===== config.mk =====
export PLATFORM = sky130hd
export DESIGN_NAME = iami_div
export DESIGN_NICKNAME = d
export VERILOG_FILES = /design/src/rtl/iami_pkg.sv /design/src/rtl/iami_div.sv
export SDC_FILE = /design/constraint.sdc
export NUM_CORES = 2
export LEC_CHECK = 0
export BUFFER_PORTS_ARGS = -buffer_cell sky130_fd_sc_hd__buf_2
export CORE_MARGIN = 2
export CORE_UTILIZATION = 65
export DETAILED_ROUTE_END_ITERATION = 16
export GPL_TIMING_DRIVEN = 0
export PLACE_DENSITY = 0.82
export SYNTH_ARGS = -nofsm -noshare
export SYNTH_HDL_FRONTEND = slang
export SYNTH_SLANG_ARGS = --single-unit

===== constraint.sdc =====
create_clock -name clk -period 10.04 [get_ports clk]
set_clock_uncertainty 0.15 [all_clocks]
set_input_delay 0.502 -clock clk [delete_from_list [all_inputs] [get_ports clk]]
set_output_delay 0.502 -clock clk [all_outputs]
set_load 0.01 [all_outputs]

===== src/rtl/iami_pkg.sv =====
package iami_pkg;

	localparam int RPM_POINTS_DEF = 16;
	localparam int MAP_POINTS_DEF = 16;
	localparam int FRAC_BITS_DEF  = 8;

	localparam int VAL_W = 16;
	localparam int IDX_W = 8;

	localparam logic [VAL_W-1:0] MAX_RPM_RST = 16'd8000;
	localparam logic [VAL_W-1:0] MAX_MAP_RST = 16'd250;

	typedef enum logic {
		OP_EVAL  = 1'b0,
		OP_WRITE = 1'b1
	} op_t;

	typedef enum logic {
		REG_MAX_RPM = 1'b0,
		REG_MAX_MAP = 1'b1
	} cfg_reg_t;

	// Item details that travel alongside the axis dividers.
	typedef struct packed {
		op_t              op;
		logic             err;
		logic [IDX_W-1:0] idx;
		logic [VAL_W-1:0] val;
	} side_t;

	// Control tag that follows an evaluation through the blend pipeline.
	typedef struct packed {
		logic valid;
		logic err;
	} tag_t;

endpackage


===== src/rtl/iami_div.sv =====
module iami_div import iami_pkg::*; #(
	parameter int FRAC_BITS = FRAC_BITS_DEF,
	localparam int DW = VAL_W + FRAC_BITS
) (
	input  logic             clk,
	input  logic             en,
	input  logic [VAL_W-1:0] value,
	input  logic [VAL_W-1:0] step,
	output logic [DW-1:0]    quotient
);

	// Restoring division of value * 2^FRAC_BITS by step, one quotient bit per stage.
	logic [VAL_W-1:0] rem_s [DW];
	logic [DW-1:0]    quo_s [DW];
	logic [VAL_W-1:0] val_s [DW];

	for (genvar k = 0; k < DW; k++) begin : g_stage
		logic [VAL_W-1:0] rem_in;
		logic [DW-1:0]    quo_in;
		logic [VAL_W-1:0] val_in;
		logic             dbit;
		logic [VAL_W:0]   trial;
		logic [VAL_W:0]   diff;
		logic             ge;

		if (k == 0) begin : g_first
			assign rem_in = '0;
			assign quo_in = '0;
			assign val_in = value;
		end else begin : g_next
			assign rem_in = rem_s[k-1];
			assign quo_in = quo_s[k-1];
			assign val_in = val_s[k-1];
		end

		if (k < VAL_W) begin : g_data_bit
			assign dbit = val_in[VAL_W-1-k];
		end else begin : g_zero_bit
			assign dbit = 1'b0;
		end

		assign trial = {rem_in, dbit};
		assign diff  = trial - {1'b0, step};
		assign ge    = (trial >= {1'b0, step});

		always_ff @(posedge clk) begin
			if (en) begin
				rem_s[k] <= ge ? diff[VAL_W-1:0] : trial[VAL_W-1:0];
				quo_s[k] <= {quo_in[DW-2:0], ge};
				val_s[k] <= val_in;
			end
		end
	end

	assign quotient = quo_s[DW-1];

endmodule


==> results.yml <==
drt:
  postRouteWirelength_um: 90300
  first_pass_iters: 6
  viasPerCell: 6.27
  vias: 29428
  drcViolationCount: 0
  wl_per_cell_um: 19.2
  postRouteAntennaNets: 0
  drtIter0Drc: 2714
global_routing:
  antenna_found_initial: 2
  grt_usage_pct: 25.7
  met1_usage_pct: 33.3
  use_met3_pct: 4.21
  use_met2_pct: 43.1
  grt_pass1_wl_um: 144000
  grt_max_degree: 140
  globalRouteOverflowTotal: 0
  busiest_layer: "met2"
  grt_pass1_vias: 28822
synth:
  synth.most_common_cell: "edfxtp_1"
  syn_area_um2: 44400
  synth_cell_types: 94
  async_flop_share_pct: 0
  synth.area.top_cells: "edfxtp_1 (53%), ha_1 (10%), mux2_2 (5.3%)"
  synth_top_area_share_pct: 53.3
  yosys-top-cells-count: "edfxtp_1 (788), ha_1 (369), nor2_1 (260)"
  dominantRegCellSynth: "edfxtp_1"
  synthesis.nets: 4014
  yosys_warnings: 0
  yosysTopAreaCell: "edfxtp_1"
  synth_edf_count: 788
  synth.avg_cell_area_um2: 12.4
  synth.ff_latch_count: 788
  synthCells: 3589
  ys_seq_area_share_pct: 53.3
min_path:
  hold_class: "in -> reg"
setup_path:
  r2r_cells: 11
  critPathLaunch: "step[1]"
  ff2ff_setup_slack_ns: 6.44
  crit_family: "buffers and inverters"
  critical_path_peak_fanout: 23
  critPathBufInv: 5
  cpMostUsedCell: "o31ai_2"
  crit_type: "in -> reg"
  timing.rr.end: "rem_s[0][77]$_DFFE_PP_"
  worst_ep_arrival_time_ns: 5.16
  crit_path_max_incr_delay_ns: 0.95
  critPathCapture: "rem_s[2][25]$_DFFE_PP_"
  timing.rr.start: "rem_s[0][48]$_DFFE_PP_"
  cp.depth: 14
  end_kind: "flip-flop"
  critPathRequiredTime_ns: 10.28
  cp_cell_sequence: "buf_2 -> clkbuf_1 -> inv_2 -> buf_12 -> ha_1 -> nor2b_1 -> o21bai_1 -> a31oi_1 -> o31ai_2 -> o31ai_2 -> or3_4 -> a41oi_4 -> buf_8 -> mux2_4"
  worstSetupStartpointType: "input pin"
  worst_path_max_delay_cell: "buf_2"
clocking:
  postCtsSetupBuffers: 0
  cts.sinks: 788
  clk_pin_slew_ns: 0.06
  tritoncts: "built"
  clk_latency_ns: 0.63
  htreeDepth: 3
  cts-root-buf: "clkbuf_16"
  clockBufferDepth: 3
  numCtsBuffers: 84
outcome:
  status: "completed"
floorplan:
  core.rowCount: 95
  fp.dieW_um: 265
  die_h_um: 265
  coreArea_um2: 67400
  num_io_pins: 58
  dieArea_um2: 70400
  initial_utilization_pct: 65.9
timing:
  fin_crit_sh_pct: 49.0
  fin_ws_ns: 5.12
  fmax_ghz: 0.203
  tns_ns: 0
  report.final.slew_viol_count: 0
  setup_viol: 0
  slew_headroom_pct: 11.9
  layout_min_cycle_time_ns: 4.92
  worstMarginPinSlew_ns: 1.32
  rsz0062_at_grt: "false"
  hold_viol_final: 0
power:
  worst_ir_drop_vdd_mv: 0.186
  p_per_area_nw_per_um2: 331
  p_leak_nw: 18.9
finish:
  synthToLayoutAreaGrowth_pct: 10.4
  diodes: 0
  final_nets: 4180
  finalInstanceArea_um2: 49000
  drive_gt1_share_pct: 13.6
placement:
  dp.final_hpwl_um: 58500
  gp_congestion: 0.906
  portBuffers: 57
  placed_cell_area_um2: 46000
  dp_slack_ns: 4.51
run:
  max_cap_viol_count: 0
what timing repair did:
action / 4_1_cts / 5_1_grt
endpoints found under the hold margin: 15 / 0
hold buffers: 15 / 0
gates resized for setup: 0 / 0
per-layer routing:
| metal | share of wire [%] | vias to the layer above | routed length [um] |
|---|---|---|---|
| met5 | 0 | - | 0 |
| met4 | 4.3 | 0 | 3880 |
| met3 | 6.0 | 263 | 5380 |
| met2 | 48 | 949 | 43400 |
| met1 | 42 | 14001 | 37500 |
| li1 | - | 14215 | - |
logic make-up (layout without fill, tap and decap cells):
family                   after synthesis  after routing  share of synthesized area, %
AND/OR/NAND/NOR                      877            877                          9.72
XOR/XNOR                             220            220                          4.34
multiplexers                         253            253                          6.45
buffers and inverters                183            418                          1.68
AO/OA/AOI/OAI                        877            877                          13.1
flip-flops                           788            788                          53.3
adder cells (fa/ha/maj)              391            391                          11.4
flip-flops by register name, summed over array words and instances, names as in the netlist:
name   count
rem_s    368
quo_s    300
val_s    120
power by group:
| part | switching (W) | total, W | internal (W) |
|---|---|---|---|
| Combinational | 0.00393 | 0.00748 | 0.00355 |
| Sequential | 0.000480 | 0.00551 | 0.00503 |
| Clock | 0.00131 | 0.00322 | 0.00191 |
metrics by stage:
step	hold slack, ns	total power [W]	utilization [%]	instances
6_report	0.0846	0.0162	72.7	4697
5_1_grt	0.0710	0.0173	72.7	4697
4_1_cts	0.0611	0.0162	72.7	4697
3_5_place_dp	0.255	0.0129	68.3	4527
3_3_place_gp	0.250	0.0127	67.9	4519
2_1_floorplan	0.250	0.0113	-	3589
cells in the final DEF, fill, tap and decap left out, types with 16 or more instances in the layout:
master	instances
a21boi_0	24
nor2_1	260
nor3_1	80
a31oi_1	36
clkbuf_1	26
a211oi_1	34
inv_1	122
a21o_1	93
edfxtp_1	788
nand3_1	62
and3_1	27
ha_1	369
nand2b_1	51
nand2_1	169
o21ai_0	170
nand4_1	49
o31a_1	29
xnor2_1	151
mux2i_1	29
o31ai_1	29
o211ai_1	17
xor2_1	69
o21a_1	64
buf_2	75
mux2_2	210
or3_1	29
clkbuf_16	86
a21oi_1	236
nor2b_1	69
inv_2	16
nor4_1	26
fa_1	22
worst min-delay path by stage:
| stage | start | endpoint | slack [ns] | cells after the start |
|---|---|---|---|---|
| final | value[15] | rem_s[0][0]$_DFFE_PP_ | 0.08 | 3 |
| after global routing | en | val_s[0][24]$_DFFE_PP_ | 0.07 | 1 |
| after CTS | en | val_s[0][8]$_DFFE_PP_ | 0.06 | 1 |
| after detailed placement | quo_s[0][100]$_DFFE_PP_ | quo_s[0][125]$_DFFE_PP_ | 0.25 | 0 |
| after global placement | quo_s[2][61]$_DFFE_PP_ | quo_s[2][86]$_DFFE_PP_ | 0.25 | 0 |
| after floorplan | quo_s[0][75]$_DFFE_PP_ | quo_s[0][100]$_DFFE_PP_ | 0.25 | 0 |
final cells by class:
class / count / area [um2]
sequential: 788 / 23700
multi-input combinational: 2618 / 20000
fill: 4485 / 18400
clock buffer: 92 / 2170
tap: 873 / 1090
clock inverter: 63 / 694
timing repair buffer: 80 / 651
inverter: 138 / 518
buffer: 45 / 230
worst min-delay path: cells and delay by family:
family   cells  cell delay, ns
buf+inv      2            0.12
mux          1            0.12
Note: power is estimated with default switching activity, not from simulation.
