==> src/rtl/iami_pkg.sv <==
package iami_pkg;

	localparam int RPM_POINTS_DEF = 16;
	localparam int MAP_POINTS_DEF = 16;
	localparam int FRAC_BITS_DEF  = 8;

	localparam int VAL_W = 16;
	localparam int IDX_W = 8;

	localparam logic [VAL_W-1:0] MAX_RPM_RST = 16'd8000;
	localparam logic [VAL_W-1:0] MAX_MAP_RST = 16'd250;

	typedef enum logic {
		OP_EVAL  = 1'b0,
		OP_WRITE = 1'b1
	} op_t;

	typedef enum logic {
		REG_MAX_RPM = 1'b0,
		REG_MAX_MAP = 1'b1
	} cfg_reg_t;

	// Item details that travel alongside the axis dividers.
	typedef struct packed {
		op_t              op;
		logic             err;
		logic [IDX_W-1:0] idx;
		logic [VAL_W-1:0] val;
	} side_t;

	// Control tag that follows an evaluation through the blend pipeline.
	typedef struct packed {
		logic valid;
		logic err;
	} tag_t;

endpackage

==> src/rtl/iami_blend.sv <==
module iami_blend import iami_pkg::*; #(
	parameter int FRAC_BITS = FRAC_BITS_DEF
) (
	input  logic                  clk,
	input  logic                  arst_n,
	input  logic                  en,
	input  tag_t                  tag_in,
	input  logic [3:0][VAL_W-1:0] corner,
	input  logic [FRAC_BITS-1:0]  frac_rpm,
	input  logic [FRAC_BITS-1:0]  frac_map,
	output tag_t                  tag_out,
	output logic [VAL_W-1:0]      advance
);

	localparam int WW = FRAC_BITS + 2;
	localparam int AW1 = VAL_W + WW;
	localparam int BW = AW1 + WW;
	localparam int SW = BW + 2;
	localparam logic [WW-1:0] ONE = WW'(1 << FRAC_BITS);
	localparam logic signed [SW-1:0] BIAS = SW'((1 << (2 * FRAC_BITS)) - 1);

	logic [WW-1:0] wr_lo, wr_hi, wm_lo, wm_hi;

	tag_t tag_s1, tag_s2, tag_s3, tag_s4, tag_s5;
	logic signed [AW1-1:0] a_s1 [4];
	logic [FRAC_BITS-1:0]  fm_s1;
	logic signed [BW-1:0]  b_s2 [4];
	logic signed [SW-1:0]  p0_s3, p1_s3;
	logic signed [SW-1:0]  tot_s4;
	logic signed [SW-1:0]  biased;
	logic signed [SW-1:0]  scaled;
	logic [VAL_W-1:0]      adv_s5;

	assign wr_hi = WW'(frac_rpm);
	assign wr_lo = ONE - wr_hi;
	assign wm_hi = WW'(fm_s1);
	assign wm_lo = ONE - wm_hi;

	assign biased = tot_s4 + (tot_s4[SW-1] ? BIAS : '0);
	assign scaled = biased >>> (2 * FRAC_BITS);

	always_ff @(posedge clk or negedge arst_n) begin
		if (!arst_n) begin
			tag_s1 <= '0;
			tag_s2 <= '0;
			tag_s3 <= '0;
			tag_s4 <= '0;
			tag_s5 <= '0;
		end else if (en) begin
			tag_s1 <= tag_in;
			tag_s2 <= tag_s1;
			tag_s3 <= tag_s2;
			tag_s4 <= tag_s3;
			tag_s5 <= tag_s4;
		end
	end

	always_ff @(posedge clk) begin
		if (en) begin
			a_s1[0] <= signed'(corner[0]) * signed'(wr_lo);
			a_s1[1] <= signed'(corner[1]) * signed'(wr_hi);
			a_s1[2] <= signed'(corner[2]) * signed'(wr_lo);
			a_s1[3] <= signed'(corner[3]) * signed'(wr_hi);
			fm_s1   <= frac_map;

			b_s2[0] <= a_s1[0] * signed'(wm_lo);
			b_s2[1] <= a_s1[1] * signed'(wm_lo);
			b_s2[2] <= a_s1[2] * signed'(wm_hi);
			b_s2[3] <= a_s1[3] * signed'(wm_hi);

			p0_s3 <= SW'(b_s2[0]) + SW'(b_s2[1]);
			p1_s3 <= SW'(b_s2[2]) + SW'(b_s2[3]);

			tot_s4 <= p0_s3 + p1_s3;

			adv_s5 <= tag_s4.err ? '0 : scaled[VAL_W-1:0];
		end
	end

	assign tag_out = tag_s5;
	assign advance = adv_s5;

endmodule

==> config.mk <==
export PLATFORM = sky130hd
export DESIGN_NAME = iami_blend
export DESIGN_NICKNAME = d
export VERILOG_FILES = /design/src/rtl/iami_pkg.sv /design/src/rtl/iami_blend.sv
export SDC_FILE = /design/constraint.sdc
export NUM_CORES = 2
export LEC_CHECK = 0
export ABC_CLOCK_PERIOD_IN_PS = 21600
export BUFFER_PORTS_ARGS = -buffer_cell sky130_fd_sc_hd__buf_2
export CAP_MARGIN = 20
export CORE_AREA = 5 5 446 448
export DETAILED_ROUTE_END_ITERATION = 8
export DIE_AREA = 0 0 451 453
export HOLD_SLACK_MARGIN = 0.03
export PLACE_DENSITY = 0.5
export SKIP_CTS_REPAIR_TIMING = 1
export SLEW_MARGIN = 40
export SYNTH_ARGS = -nofsm -noshare
export SYNTH_HDL_FRONTEND = slang
export SYNTH_SLANG_ARGS = --single-unit
export TNS_END_PERCENT = 10
==> constraint.sdc <==
create_clock -name clk -period 21.6 [get_ports clk]
set_clock_uncertainty 0.15 [all_clocks]
set_input_delay 1.08 -clock clk [delete_from_list [all_inputs] [get_ports clk]]
set_output_delay 1.08 -clock clk [all_outputs]
set_load 0.02 [all_outputs]
==> impl_metrics.csv <==
group,metric,value,unit
run_status,status,"finished, final reports clean",
cells_and_area,syn2layout_area_growth,7.57,%
sta,final-max-slew-violation-count,0,
floorplanning,io_pins,103,
sta,tightest_slew,0.897,ns
drt,vias_per_cell,4.83,
global_route,grt_pass1_vias,49800,
logic_synthesis,synth_warnings,0,
setup_path,cp-end-kind,"flip-flop",
clocking,h-tree-depth,2,
sta,worst_slack,13.51,ns
drt,avgRoutedWirePerCell,17.5,um
logic_synthesis,synth_cells,7034,
sta,post-route-min-period,8.09,ns
clocking,cts_buffers,49,
logic_synthesis,synthArstFlopShare,2.60,%
cells_and_area,drive_above_1_share,4.00,%
global_route,grt_start_max_net_pins,80,
clocking,cts_tree,"done",
global_route,grt_pass1_wl,277000,um
placement,place_congestion,0.846,
logic_synthesis,post_synth_instance_area,67500,sq um
cells_and_area,finalInstanceArea,72600,sq um
floorplanning,die_w,451,um
sta,setup_viol,0,
global_route,grt_overflow,0,
logic_synthesis,ys_ff_latch,385,
placement,dp_hpwl,136000,um
logic_synthesis,synthMuxAreaShare,0.198,%
sta,fmax,0.124,GHz
clocking,clock_latency,0.66,ns
hold_path,hp-class,"input pin to asynchronous set/reset pin",
setup_path,max_stage_delay,0.62,ns
logic_synthesis,synthXorXnorAreaFrac,4.27,%
drt,ant_nets,0,
cells_and_area,final_cells,9622,
placement,port_buffers,102,
setup_path,criticalPathCategory,"flip-flop to flip-flop",
clocking,path_clk_slew,0.06,ns
drt,drt_iter0_markers,2253,
setup_path,cp.required,21.82,ns
logic_synthesis,synth_seq_area_share,17.1,%
cells_and_area,seqCellArea,11500,sq um
logic_synthesis,synth_edf_count,375,
floorplanning,die_y,453,um
global_route,antenna_found_initial,12,
job,cap_viol_max_count,0,
sta,setup_tns,0,ns
logic_synthesis,synth-compound-area-share,7.32,%
cells_and_area,multi_input_area,49900,sq um
floorplanning,fp.dieArea,204000,sq um
logic_synthesis,ys_types,82,
setup_path,slowest_stage,"buf_4",
sta,rsz0062_at_grt,"no",
logic_synthesis,avgSynthCellArea,9.59,sq um
setup_path,worstSetupStartpointType,"flip-flop",
logic_synthesis,syn_nets,8901,
clocking,cts-root-buf,"clkbuf_16",
placement,postPlaceCellArea,70900,sq um
clocking,clock_path_buffers,3,
logic_synthesis,synth_ff_type,"edfxtp_1",
logic_synthesis,synth_fa_ha_area_share,45.9,%
logic_synthesis,synth_top_family_by_area,"adder cells",
setup_path,cp_data_arrival_time,8.31,ns
setup_path,cp_common_cell,"inv_1",
floorplanning,core,194000,sq um
clocking,clock_sinks,385,
setup_path,path_max_fanout,51,
floorplanning,start_util,34.7,%
drt,routed_wl,169000,um
placement,dp_slack,12.95,ns
drt,drc,0,
cells_and_area,fillers,19600,
drt,drt_pass1_iterations,7,
drt,vias,46500,
floorplanning,num_rows,162,
logic_synthesis,synthSimpleGateAreaFrac,16.1,%
placement,dp.cells,9522,
sta,report.final.hold_viol_count,0,
setup_path,rr_worst_depth,26,
cells_and_area,nets,8898,
sta,timing.slew.headroom,39.4,%
sta,period_share,37.5,%
global_route,grtUsageTotal,16.8,%
==> critical path, delay by kind of cell (launching register included) <==
kind            cells  cell delay [ns]
fa+ha+maj           7             2.97
compound gates      7             1.93
buf+inv             8             1.54
simple gates        2             0.58
flops               1             0.33
xor+xnor            2             0.25
==> final cells by class <==
type	count	area share, %
clock inverter	31	0.512
clock buffer	60	1.77
multi-input combinational	4996	68.8
inverter	1458	7.54
sequential	385	15.9
timing repair buffer	141	1.15
tap	2542	4.38
antenna	9	0.0310
==> placed cells by master, fill, tap and decap left out, types with 25 or more instances in the layout <==
cell type  Yosys  routed
nand3_1       71      71
nand2_1      705     705
a21oi_1      231     231
edfxtp_1     375     375
xnor2_1      248     241
nor3_1        76      74
nand4_1       33      33
nor2b_1       38      38
buf_2          1     101
clkbuf_16      0      49
o21a_1        41      41
o21ai_0      114     114
a21o_1       116     116
inv_1       1458    1458
nand2b_1      43      43
fa_1        1151    1151
and3_1        36      36
ha_1         631     630
xor2_1        81      76
a211oi_1      25      25
nor2_1       212     212
o21bai_1      39      39
and2_1       833     833
buf_4          0      35
==> routing by layer <==
layer | global-route usage [%] | routed length [um] | vias up
li1 | - | - | 22000
met1 | 23.7 | 81000 | 23700
met2 | 28.2 | 79100 | 697
met3 | 1.93 | 6170 | 114
met4 | 2.69 | 2320 | 4
met5 | 0 | 27 | -
==> cells in the mapped netlist, types with 21 or more instances <==
| cell | n | share of area [%] |
|---|---|---|
| inv_1 | 1458 | 8.1 |
| fa_1 | 1151 | 34 |
| and2_1 | 833 | 7.7 |
| nand2_1 | 705 | 3.9 |
| ha_1 | 631 | 12 |
| edfxtp_1 | 375 | 17 |
| xnor2_1 | 248 | 3.2 |
| a21oi_1 | 231 | 1.7 |
| nor2_1 | 212 | 1.2 |
| clkbuf_1 | 171 | 0.95 |
| a21o_1 | 116 | 1.3 |
| o21ai_0 | 114 | 0.85 |
| xor2_1 | 81 | 1.1 |
| nor3_1 | 76 | 0.56 |
| nand3_1 | 71 | 0.53 |
| nand2b_1 | 43 | 0.40 |
| o21a_1 | 41 | 0.46 |
| o21bai_1 | 39 | 0.43 |
| nor2b_1 | 38 | 0.35 |
| and3_1 | 36 | 0.33 |
| nand4_1 | 33 | 0.31 |
| a211oi_1 | 25 | 0.28 |
| buf_1 | 23 | 0.13 |
| a31oi_1 | 21 | 0.19 |
==> path summary, 6_finish.rpt <==
path	slack [ns]	from	to
max	13.51	fm_s1[0]	b_s2[1][35]
min	0.15	arst_n	tag_s3[1]
max reg2reg	13.51	fm_s1[0]	b_s2[1][35]
min reg2reg	0.35	tag_s4[1]	tag_out[1]
max in group asynchronous	20.95	arst_n	tag_s3[0]
min in group clk	0.35	tag_s4[1]	tag_out[1]
==> metrics by stage <==
step / utilization (%) / hold WS (ns)
finish: 37.4 / 0.147
global route: 37.4 / 0.127
CTS: 37.4 / 0.0909
detailed placement: 36.5 / 0.340
global placement: 36.5 / 0.335
floorplan: - / 0.325
==> cells by family (layout without fill, tap and decap cells) <==
group | count (synthesis) | count (layout)
simple gates | 2123 | 2123
other cells | 0 | 9
mux | 12 | 12
xor+xnor | 329 | 329
compound gates | 750 | 750
fa+ha+maj | 1782 | 1782
flops | 385 | 385
buf+inv | 1653 | 1690
==> sequential cells by signal, indices dropped and copies added (netlist names), 8 cells and up <==
name	count
fm_s1	8
advance	16
b_s2	142
tot_s4	33
a_s1	102
p1_s3	37
p0_s3	37
Power is not shown: default switching activity piles up to over one toggle a cycle in this logic, so the estimate is an artifact.
